$ cat src/rtl/hhtd_pkg.sv
// Shared constants and control/status types for the heap-tree Huffman decoder.
`default_nettype none

package hhtd_pkg;

	localparam int TREE_ENTRIES = 1024;
	localparam int IDX_W        = $clog2(TREE_ENTRIES);
	// two spare bits: 2n+2 of the last entry reaches twice the table size
	localparam int CHILD_W      = IDX_W + 2;
	localparam int TOTAL_W      = 31;
	localparam int SYM_W        = 8;
	localparam int BYTE_W       = 8;
	localparam int BITCNT_W     = $clog2(BYTE_W);
	localparam int LOAD_IDX_W   = 10;

	localparam logic FUNC_LOAD = 1'b0;
	localparam logic FUNC_DATA = 1'b1;

	// commands from the controller to the datapath
	typedef struct packed {
		logic clr_step;
		logic load_wr;
		logic start;
		logic step;
		logic flush_push;
	} hhtd_cmd_t;

	// status from the datapath to the controller
	typedef struct packed {
		logic clr_last;
		logic can_start;
		logic more;
		logic hit;
		logic pend_valid;
		logic out_free;
	} hhtd_sts_t;

endpackage

`default_nettype wire

$ cat src/rtl/hhtd_ctrl.sv
// Controller: clearing pass, item intake and the bit-walk sequence.
`default_nettype none

module hhtd_ctrl (
	input  wire logic                 clk,
	input  wire logic                 arst_n,
	input  wire logic                 in_valid,
	input  wire logic                 func,
	output logic                      in_ready,
	input  wire hhtd_pkg::hhtd_sts_t  sts,
	output hhtd_pkg::hhtd_cmd_t       cmd
);

	localparam logic [1:0] ST_CLEAR = 2'd0;
	localparam logic [1:0] ST_IDLE  = 2'd1;
	localparam logic [1:0] ST_WALK  = 2'd2;
	localparam logic [1:0] ST_FLUSH = 2'd3;

	logic [1:0] state_q;
	logic [1:0] state_d;
	logic       accept;
	logic       stall;

	assign accept = in_valid && in_ready;
	// a new result cannot displace the pending one while the output register is full
	assign stall  = sts.hit && sts.pend_valid && !sts.out_free;

	always_comb begin
		state_d  = state_q;
		in_ready = 1'b0;
		cmd      = '0;
		unique case (state_q)
			ST_CLEAR: begin
				cmd.clr_step = 1'b1;
				if (sts.clr_last) begin
					state_d = ST_IDLE;
				end
			end
			ST_IDLE: begin
				in_ready = 1'b1;
				if (accept) begin
					if (func == hhtd_pkg::FUNC_LOAD) begin
						cmd.load_wr = 1'b1;
					end else if (sts.can_start) begin
						cmd.start = 1'b1;
						state_d   = ST_WALK;
					end
				end
			end
			ST_WALK: begin
				cmd.step = !stall;
				if (!stall && !sts.more) begin
					state_d = ST_FLUSH;
				end
			end
			ST_FLUSH: begin
				if (!sts.pend_valid) begin
					state_d = ST_IDLE;
				end else if (sts.out_free) begin
					cmd.flush_push = 1'b1;
					state_d        = ST_IDLE;
				end
			end
			default: begin
				state_d = ST_IDLE;
			end
		endcase
	end

	always_ff @(posedge clk or negedge arst_n) begin
		if (!arst_n) begin
			state_q <= ST_CLEAR;
		end else begin
			state_q <= state_d;
		end
	end

`ifndef NO_ASSERTIONS
	a_no_intake_in_clear: assert property (@(posedge clk) disable iff (!arst_n)
		(state_q == ST_CLEAR) |-> !in_ready)
		else $error("item taken during clearing pass");
	a_walk_after_start: assert property (@(posedge clk) disable iff (!arst_n)
		cmd.start |=> (state_q == ST_WALK))
		else $error("start did not enter walk");
	a_step_only_walking: assert property (@(posedge clk) disable iff (!arst_n)
		cmd.step |-> $past(cmd.start) || $past(cmd.step) || $past(stall))
		else $error("step issued without a read in flight");
`endif

endmodule

`default_nettype wire

$ cat config.mk
export PLATFORM = sky130hd
export DESIGN_NAME = hhtd_ctrl
export DESIGN_NICKNAME = d
export VERILOG_FILES = /design/src/rtl/hhtd_pkg.sv /design/src/rtl/hhtd_ctrl.sv
export SDC_FILE = /design/constraint.sdc
export NUM_CORES = 1
export LEC_CHECK = 0
export BUFFER_PORTS_ARGS = -buffer_cell sky130_fd_sc_hd__buf_2
export CORE_AREA = 2 2 39 41
export CTS_BUF_LIST = sky130_fd_sc_hd__clkbuf_2 sky130_fd_sc_hd__clkbuf_4 sky130_fd_sc_hd__clkbuf_8
export DETAILED_ROUTE_END_ITERATION = 12
export DIE_AREA = 0 0 41 43
export HOLD_SLACK_MARGIN = 0.03
export MAX_ROUTING_LAYER = met4
export PLACE_DENSITY = 0.47
export SYNTH_ARGS = -nofsm -noshare
export SYNTH_HDL_FRONTEND = slang
export SYNTH_SLANG_ARGS = --single-unit
$ cat constraint.sdc
create_clock -name clk -period 2.35 [get_ports clk]
set_input_delay 0.1175 -clock clk [delete_from_list [all_inputs] [get_ports clk]]
set_output_delay 0.1175 -clock clk [all_outputs]
set_load 0.02 [all_outputs]
Word level (Yosys, flattened, before mapping). Index checks and enable logic that the tools add are counted.

Equality and inequality tests: 9. Muxes and demuxes: 19. Reductions and logical operators: 9.

Operators with widths (count): $mux W2 (9); $ne A2 B2 Y1 const B (5); $mux W1 (9); $pmux W2 S4 (1); $reduce_and A6 Y1 (1); $eq A2 B2 Y1 const B (2); $logic_and A1 B1 Y1 (4); $logic_not A1 Y1 (3); $ne A3 B3 Y1 const B (1); $eq A2 B1 Y1 const B (1); $logic_not A2 Y1 (1).

Register bits after elaboration: 2. Input port bits: 10. Logic and storage cells: 38.

Logic depth before layout (Yosys ltp). Gate-level depths: netlist of run 1.

Depth in word-level cells: 6. Gate-level depth with buffers: 6.

Worst setup path after synthesis of run 1. Ideal clock, no wire load.

Path kind: reg2reg. Start point: reg state_q[0]. End point: reg state_q[1]. Required time: 2.225 ns. Cell stages (with the launch flop): 7. Arrival: 1.438 ns. Path buffers: 0. Path slack: 0.787 ns. Period minus slack after synthesis: 1.563 ns. Path through: dfrtp_1 > inv_1 > ha_1 > inv_1 > o22ai_1 > a221o_1 > mux2_4.

Word-level cells in the longest chain between the ends: 5. Elaborated cells between the ends (all ways): 14. Classes of those cells: 9 x eq/ne; 2 x mux; 3 x reduce/logical.

RTL lines: start, declared (RTL line hhtd_ctrl.sv:19) `logic [1:0] state_q;`; start signal, assigned (RTL line hhtd_ctrl.sv:74) `state_q <= state_d;`; $eq A2 B1 Y1 (RTL line hhtd_ctrl.sv:32) `unique case (state_q)`; $mux W1 (RTL line hhtd_ctrl.sv:32); $logic_and A1 B1 Y1 (RTL line hhtd_ctrl.sv:24) `assign accept = in_valid && in_ready;`; $ne A2 B2 Y1 (no source line); $reduce_and A6 Y1 (no source line).

Several ways; a longest one is shown, not always the timed one. A chain may end at the register's enable or synchronous reset.

Worst setup path in the final report of run 1. Same ends and word-level chain as after synthesis.

==> out/results.tsv, run 1 <==
metric	value	unit
row cnt	14	
crit path time final	1.521	ns
FILL cells	162	
Area Overhead vs Synth	63.35	%
core area	1384	sq um
Root Driver	clkbuf_4	
max FFs per register	2	
CP max-delay cell	dfrtp_1	
Tot GR Track Use	0.06893	
clk_lat worst skew	0.22	ns
Post-synth EDFFs	0	
VDD IR max	451.1	uV
Vias	229	
final cycle utilization of the critical path	0.6471	
RSZ-0062 raised after global routing	false	
asr flop ratio synth	1.000	
worst hold path class	primary input to asynchronous set/reset pin	
Worst Path Buf+Inv	2	
max incr delay on CP	0.36	ns
Iter 0 DRT Violations	0	
post-synthesis cell area	201.4	sq um
nets@finish	58	
synthesized net count	37	
slew at the pin closest to its max-slew limit	0.1298	ns
H-Tree Depth	1	
Main synth FF type	dfrtp_1	
Worst setup SP type	register	
Antenna Cells	0	
Die Footprint	1763	sq um
max-cap violations	0	
FMAX	0.6576	GHz
Area contributors post-synth	dfrtp_1 25%, ha_1 25%, mux2_4 7.5%	
pre-CTS setup slack	0.8190	ns
Required @ worst endpoint	2.45	ns
GRT Residual Overflow	0	
Seq cells post-synth	2	
post-CTS setup buffer count	0	
input/output buffers	15	
drt drc	0	
Setup-failing EPs final	0	
final hold violations	0	
CP cell instances	inv_1 -> ha_1 -> inv_1 -> o22ai_1 -> a221o_1 -> mux2_4	
FF-to-FF End	state_q[1]	
Worst slew margin	0.9110	
vias in the first global route	240	
Sink Count	2	
Initial Util	0.1456	
compound-gate portion of the synthesized area	0.1553	
vias per cell	3.948	
P_leak	0.0001923	uW
biggest regs	state_q: 2 flops	
Synth Area in Simple Gates	0.1677	
initial antenna violation count	0	
adder-cell share of the synthesized area	0.2484	
pins over their slew limit	0	
reg2reg setup slack	0.83	ns
DIE WIDTH	41	microns
Critical Path Sink Type	register	
XOR/XNOR share of the synthesized area	0	
share of the synthesized area in the top cell type	0.2484	
cts bufs inserted	3	
Cells after Synth	23	
first-pass GRT wire length	800	microns
Avg Cell Area, Syn	8.758	sq um
CTS tree	done	
commonest cells in the netlist	4 x ha_1, 4 x nand2_1, 3 x inv_1	
Reg with most FFs	state_q	
I/O pin count	16	
Crit Reg-Reg Startpoint	state_q[0]	
Die Ht	43	microns
largest family of logic cells by synthesized area	adder cells	
ANT nets after route	0	
synth warn	0	
crit-path most repeated cell	inv_1	
Register-to-Register Path Depth	6	
register area share after synthesis	0.2484	
Max clock buf depth	2	
Worst-path clk slew	0.03	ns
critical path peak fanout	3	
layout cell share with drive strength beyond 1	0.4524	
fin worst setup slack	0.8293	ns
WL/cell	8.362	microns
Setup Crit Path Kind	register to register	
Netlist cell types	13	
worst endpoint data arrival time	1.62	ns
mux cell area share after synthesis	0.1242	
CP delay by family, top	compound AO/OA/AOI/OAI gates	
biggest area consumer among synthesized cells	dfrtp_1	
outcome	completed	
Final Skew	0.0004425	ns
Critical Path Source	state_q[0]	
largest net degree at the start of global routing	5	
first drt pass iteration count	1	
Power Density	1146	nW/um^2
final WL	485	microns
Placer Congestion	0.6434	
Post-Route Setup TNS	0	ns
## metal layers
| layer | global-route usage | vias up | wire length, microns |
|---|---|---|---|
| li1 | - | 119 | - |
| met1 | 0.06431 | 105 | 180 |
| met2 | 0.1188 | 5 | 264 |
| met3 | 0.01571 | 0 | 39 |
| met4 | 0.04000 | 0 | 0 |
| met5 | - | - | 0 |
## layout by cell type (no fill, tap or decap), drive strengths merged
cell type,n
buf,15
nand2,4
ha,4
inv,3
clkbuf,3
nor2,2
dfrtp,2
o21a,1
and3,1
nand3,1
o21bai,1
o22ai,1
a221o,1
mux2,1
mux2i,1
dlygate4sd3,1
## final cells by class
class,count,area (sq um),share of cell area
timing repair buffer,16,85.08,0.2586
tap,16,20.02,0.06084
clock buffer,3,22.52,0.06844
multi-input combinational,18,140.1,0.4259
inverter,3,11.26,0.03422
sequential,2,50.05,0.1521
## cells by family (layout without fill, tap and decap cells)
group | after synthesis | count (layout)
AOI/OAI and AO/OA | 4 | 4
adders and majority gates | 4 | 4
buffers and inverters | 3 | 22
DFF | 2 | 2
muxes | 2 | 2
and+or+nand+nor | 8 | 8
## power by group
group / internal, uW / leakage, uW / switching [uW]
clock: 56.2 / 0.0000138 / 17.1
sequential: 53.7 / 0.0000224 / 15.5
combinational: 110 / 0.000156 / 124
## metrics by stage
step / hold slack, ns / total power, uW / util / instance area, sq um / cells
2_1_floorplan: -0.1781 / 246.3 / - / 201.4 / 23
3_3_place_gp: -0.09460 / 306.5 / 0.2143 / 296.5 / 54
3_5_place_dp: -0.09556 / 307.0 / 0.2143 / 296.5 / 54
4_1_cts: 0.2025 / 388.5 / 0.2378 / 329.1 / 58
5_1_grt: 0.2355 / 423.0 / 0.2378 / 329.1 / 58
6_report: 0.2200 / 377.0 / 0.2378 / 329.1 / 58
## worst register-to-register path, delay by kind of cell (launching register included)
kind | cells | cell delay (ns)
DFF | 1 | 0.36
AOI/OAI and AO/OA | 2 | 0.38
adders and majority gates | 1 | 0.21
buffers and inverters | 2 | 0.13
muxes | 1 | 0.31
## worst max-delay path by stage
stage | to | slack [ns] | depth (start not counted)
after floorplan | state_q[1] | 0.79 | 6
after global placement | state_q[1] | 0.83 | 6
after detailed placement | state_q[1] | 0.82 | 6
after CTS | state_q[1] | 0.81 | 6
after global routing | state_q[1] | 0.70 | 6
final | state_q[1] | 0.83 | 6
## what timing repair did
item / CTS / global route
hold buffers: 1 / 0
gates resized for setup: 0 / 0
hold endpoints to repair: 2 / 0
No activity file was read; power rests on OpenSTA's default activity.
==> run 2, diff against run 1 <==
clock period = 1.4 ns   (was 2.35 ns; I/O delays follow)
==> run 2 against run 1 <==
Against the previous run: the flow now finishes with violations (setup timing); setup slack worse by 0.91 ns; clock skew is 0.0033 ns higher; final cell count is 10% higher; first-iteration DRC count is the same; worst hold slack lost 0.056 ns; non-clock buffer count rose by 6; final area increased by 22%; critical endpoint unchanged.
==> out/results.tsv, run 2 (synthesis gave the netlist of run 1 again) <==
metric	value	unit	change
row cnt	14		unchanged
Worst-path clk slew	0.03	ns	about the same
VDD IR max	924.6	uV	+100%
initial antenna violation count	0		unchanged
cts bufs inserted	3		unchanged
RSZ-0062 raised after global routing	true		
Pwr Total	812.0	uW	+120%
worst hold path class	primary input to asynchronous set/reset pin		
switch share	0.3926		-0.02343
DIE WIDTH	41	microns	unchanged
max-cap violations	0		unchanged
sequential share of power	0.156		-0.028
Register-to-Register Path Depth	6		unchanged
Root Driver	clkbuf_4		
FMAX	0.6764	GHz	+2.9%
fin area	402.9	sq um	+22%
vias per cell	3.969		+0.52%
pins over their slew limit	0		unchanged
vias in the first global route	233		-2.9%
Worst slew margin	0.8912		-0.01975
most common cell after layout, fill and taps aside	buf_2		
Die Ht	43	microns	unchanged
Critical Path Sink Type	register		
Net Switching	318.8	uW	+100%
final core occ	0.2911		+0.05334
final hold violations	0		unchanged
input/output buffers	15		unchanged
Final Skew	0.003770	ns	+0.003327 ns
Required @ worst endpoint	1.50	ns	-0.95 ns
Crit Reg-Reg Startpoint	state_q[1]		
crit path time final	1.478	ns	-0.04219 ns
drt drc	0		unchanged
Vias	254		+11%
final cycle utilization of the critical path	1.056		+0.4090
layout cell share with drive strength beyond 1	0.6667		+0.2143
Reg with most FFs	state_q		
Int Pwr	493.3	uW	+120%
Placer Congestion	0.6647		+3.3%
CP cell instances	inv_2 -> ha_4 -> inv_2 -> o22ai_2 -> a221o_1 -> mux2_4		
critical path peak fanout	4		+1
H-Tree Depth	1		unchanged
max FFs per register	2		unchanged
slew at the pin closest to its max-slew limit	0.1632	ns	+0.03334 ns
ANT nets after route	0		unchanged
max incr delay on CP	0.40	ns	+0.04 ns
Max clock buf depth	2		unchanged
FILL cells	156		-3.7%
P_leak	0.0002190	uW	+14%
CP max-delay cell	dfrtp_1		
Critical Path Source	state_q[1]		
I/O pin count	16		unchanged
Clock power frac	0.154		-0.040
combinational fraction of design power	0.690		+0.068
clk_lat worst skew	0.22	ns	about the same
most frequent cells in the layout	13 x buf_2, 8 x buf_4, 4 x nand2_1, 3 x inv_2, 3 x clkbuf_4		
failing checks	setup timing		
Sink Count	2		unchanged
fin worst setup slack	-0.07849	ns	-0.9078 ns
Setup Crit Path Kind	register to register		
biggest regs	state_q: 2 flops		
Iter 0 DRT Violations	0		unchanged
nets@finish	64		+10%
largest net degree at the start of global routing	5		unchanged
Power Density	2016	nW/um^2	+76%
placed cell area	334.1	sq um	+13%
crit-path most repeated cell	inv_2		
Area Overhead vs Synth	100.0	%	
WL/cell	8.469	microns	+1.3%
Antenna Cells	0		unchanged
Die Footprint	1763	sq um	unchanged
worst endpoint data arrival time	1.58	ns	-0.04 ns
first drt pass iteration count	1		unchanged
Setup-failing EPs final	2		+2
first-pass GRT wire length	772	microns	-3.5%
core area	1384	sq um	unchanged
Tot GR Track Use	0.06783		-0.001099
outcome	finished, violations left		
final WL	542	microns	+12%
Worst setup SP type	register		
Initial Util	0.1456		unchanged
GRT Residual Overflow	0		unchanged
CTS tree	done		
## run 2: path summary, 6_finish.rpt
path,slack [ns],endpoint
min reg2reg,0.61,state_q[1]
max in group asynchronous,1.14,state_q[1]
min,0.16,state_q[0]
min in group clk,0.41,state_q[1]
max,-0.08,state_q[1]
max reg2reg,-0.08,state_q[1]
## run 2: cell type report
type / count / area [sq um] / share of cell area
tap: 16 / 20.02 / 0.04969
multi-input combinational: 18 / 163.9 / 0.4068
sequential: 2 / 50.05 / 0.1242
timing repair buffer: 22 / 135.1 / 0.3354
clock buffer: 3 / 22.52 / 0.05590
inverter: 3 / 11.26 / 0.02795
## run 2: routing by layer
metal	share of wire	GRT usage
met5	0	-
met4	0	0.06000
met3	0.070	0.01571
met2	0.51	0.1031
met1	0.42	0.06731
## run 2: through the flow
stage / instances / setup slack [ns] / hold slack (ns) / TNS, ns
2_1_floorplan: 23 / -0.04520 / -0.2256 / -0.04520
3_3_place_gp: 57 / -0.1189 / -0.1438 / -0.1189
3_5_place_dp: 57 / -0.09812 / -0.1429 / -0.09812
4_1_cts: 62 / -0.06809 / 0.1524 / -0.07928
5_1_grt: 64 / -0.1319 / 0.1560 / -0.2968
6_report: 64 / -0.07849 / 0.1643 / -0.09688
## run 2: power by group through the flow
stage | clock network (uW) | registers, uW | logic (uW)
global route | 140 | 129 | 620
global placement | 0 | 123 | 494
floorplan | 0 | 117 | 343
finish | 125 | 126 | 560
CTS | 133 | 126 | 526
detailed placement | 0 | 125 | 489
## run 2: critical path, delay by kind of cell, from the launching register on
kind                     cells  cell delay (ns)
AO/OA/AOI/OAI                2             0.36
adder cells (fa/ha/maj)      1             0.16
buffers and inverters        2             0.12
multiplexers                 1             0.31
flip-flops                   1             0.40
## run 2: what timing repair did
item / CTS / global route
setup endpoints to repair: 3 / 5
gates resized for setup: 3 / 1
pin swaps: 5 / 2
hold buffers: 1 / 0
endpoints found under the hold margin: 2 / 0
setup buffers: 1 / 2
==> run 3, diff against run 2 <==
ABC_AREA = 1   (was default)
PLACE_DENSITY = 0.52   (was 0.47)
clock period = 1.7 ns   (was 1.4 ns; I/O delays follow)
==> run 3 against run 2 <==
Against the previous run: clock power shrank 15%; total power is 25% lower; the run now ends clean; non-clock buffer count shrank 6; die area unchanged; worst hold slack better by 0.011 ns; combinational power shrank 29%; clock skew shrank 0.0027 ns; sequential share of layout area is 0.40 points higher; setup slack improved by 0.27 ns; final cell count up 14%.
==> out/results.tsv, run 3 <==
metric	value	unit	change
Power Density	1556	nW/um^2	-23%
nets@finish	73		+14%
Iter 0 DRT Violations	1		+1
Area contributors post-synth	dfrtp_1 19%, ha_1 19%, nand2_1 13%		
worst endpoint data arrival time	1.42	ns	-0.16 ns
P_leak	0.0002420	uW	+11%
CTS tree	done		
CP delay by family, top	flip-flops		
GRT Residual Overflow	0		unchanged
first-pass GRT wire length	862	microns	+12%
Critical Path Sink Type	output pin		
row cnt	14		unchanged
Critical Path Source	state_q[1]		
biggest regs	state_q: 2 flops		
post-CTS setup buffer count	0		-1
DIE WIDTH	41	microns	unchanged
fin worst setup slack	0.1936	ns	+0.2721 ns
Area Overhead vs Synth	48.57	%	
Final Skew	0.001032	ns	-0.002737 ns
Worst-path clk slew	0.03	ns	about the same
FILL cells	154		-1.3%
H-Tree Depth	1		unchanged
synth warn	0		unchanged
Initial Util	0.1899		+0.04430
Multi-input gate area	186.4	sq um	+14%
Pwr Total	607.3	uW	-25%
Worst Path Buf+Inv	3		+1
WL/cell	7.411	microns	-12%
final cycle utilization of the critical path	0.8861		
fin area	390.4	sq um	-3.1%
ANT nets after route	0		unchanged
RSZ-0062 raised after global routing	false		
Max clock buf depth	2		unchanged
core area	1384	sq um	unchanged
Worst slew margin	0.8698		-0.02148
vias in the first global route	233		unchanged
Tot GR Track Use	0.07621		+0.008379
most common cell after layout, fill and taps aside	buf_2		
Sink Count	2		unchanged
worst hold path class	primary input to asynchronous set/reset pin		
Setup Crit Path Kind	register to output pin		
Vias	275		+8.3%
FF+latch area	50.05	sq um	unchanged
CP max-delay cell	dfrtp_1		
drt drc	0		unchanged
pre-CTS setup slack	0.4133	ns	+0.5115 ns
Required @ worst endpoint	1.62	ns	+0.12 ns
Cells after Synth	38		+65%
vias per cell	3.767		-5.1%
Post-Route Setup TNS	0	ns	+0.09688 ns
critical path peak fanout	5		+1
post-detail-place hpwl	455.7	microns	
asr flop ratio synth	1.000		unchanged
Worst setup SP type	register		
biggest area consumer among synthesized cells	dfrtp_1		
crit-path most repeated cell	inv_1		
most frequent cells in the layout	15 x buf_2, 9 x nand2_1, 6 x inv_1, 4 x nand2_2, 4 x ha_1		
final WL	541	microns	-0.18%
Placer Congestion	0.7494		+13%
outcome	completed		
cts bufs inserted	3		unchanged
max FFs per register	2		unchanged
slew at the pin closest to its max-slew limit	0.1954	ns	+0.03222 ns
input/output buffers	15		unchanged
Reg with most FFs	state_q		
commonest cells in the netlist	9 x nand2_1, 6 x inv_1, 4 x ha_1, 4 x nand2_2		
most frequent cell after synthesis	nand2_1		
Root Driver	clkbuf_4		
Avg Cell Area, Syn	6.915	sq um	-21%
crit path time final	1.506	ns	
Crit Reg-Reg Startpoint	state_q[1]		
Post-synth EDFFs	0		unchanged
max incr delay on CP	0.40	ns	about the same
placed cell area	357.8	sq um	+7.1%
post-CTS resize count	0		-3
clk_lat worst skew	0.22	ns	about the same
FMAX	0.6638	GHz	
register area share after synthesis	0.1905		-0.05797
I/O pin count	16		unchanged
largest net degree at the start of global routing	6		+1
Die Footprint	1763	sq um	unchanged
hold buffers post-CTS	1		unchanged
Main synth FF type	dfrtp_1		
share of the synthesized area in the top cell type	0.1905		-0.05797
first drt pass iteration count	2		+1
Netlist cell types	12		-1
pins over their slew limit	0		unchanged
Setup-failing EPs final	0		-2
synthesized net count	52		+41%
initial antenna violation count	0		unchanged
VDD IR max	727.8	uV	-21%
Die Ht	43	microns	unchanged
CP cell instances	inv_1 -> ha_1 -> inv_1 -> nor3_1 -> buf_2		
Seq cells post-synth	2		unchanged
Antenna Cells	0		unchanged
layout cell share with drive strength beyond 1	0.5088		-0.1579
max-cap violations	0		unchanged
post-synthesis cell area	262.8	sq um	+30%
final hold violations	0		unchanged
-- run 3: area by class of cell --
cell class	count	share of cell area
Clock buffer	3	0.05769
Inverter	7	0.06731
Multi-Input combinational cell	29	0.4776
Sequential cell	2	0.1282
Tap cell	16	0.05128
Timing Repair Buffer	16	0.2179
-- run 3: kinds of logic (layout without fill, tap and decap cells) --
family                     count (synthesis)  count (layout)  synth area share
adders and majority gates                  4               4            0.1905
buffers and inverters                      7              26           0.09998
and+or+nand+nor                           25              25            0.5190
DFF                                        2               2            0.1905
-- run 3: through the flow --
stage          hold slack, ns  utilization  cells
6_report               0.1752       0.2821     73
2_1_floorplan         -0.2106            -     38
3_3_place_gp          -0.1280       0.2586     69
4_1_cts                0.1619       0.2821     73
3_5_place_dp          -0.1281       0.2586     69
5_1_grt                0.1704       0.2821     73
-- run 3: where the power goes --
group	total [uW]	switching [uW]	internal [uW]
clock network	106	27.9	78.0
registers	102	27.3	75.1
logic	399	243	156
-- run 3: worst paths after layout --
| kind | cells after the start | slack [ns] | end |
|---|---|---|---|
| max reg2reg | 8 | 0.44 | state_q[0] |
| max in group asynchronous | 2 | 1.43 | state_q[1] |
| min in group clk | 6 | 0.27 | state_q[1] |
| max | 5 | 0.19 | cmd[2] |
| min reg2reg | 2 | 0.53 | state_q[1] |
| min | 2 | 0.18 | state_q[0] |
-- run 3: routing by layer --
layer  track usage  part of all wire  vias to the layer above
li1              -                 -                      152
met1       0.08387              0.40                      119
met2        0.1125              0.57                        4
met3             0             0.026                        0
met4       0.08000                 0                        0
met5             -                 0                        -
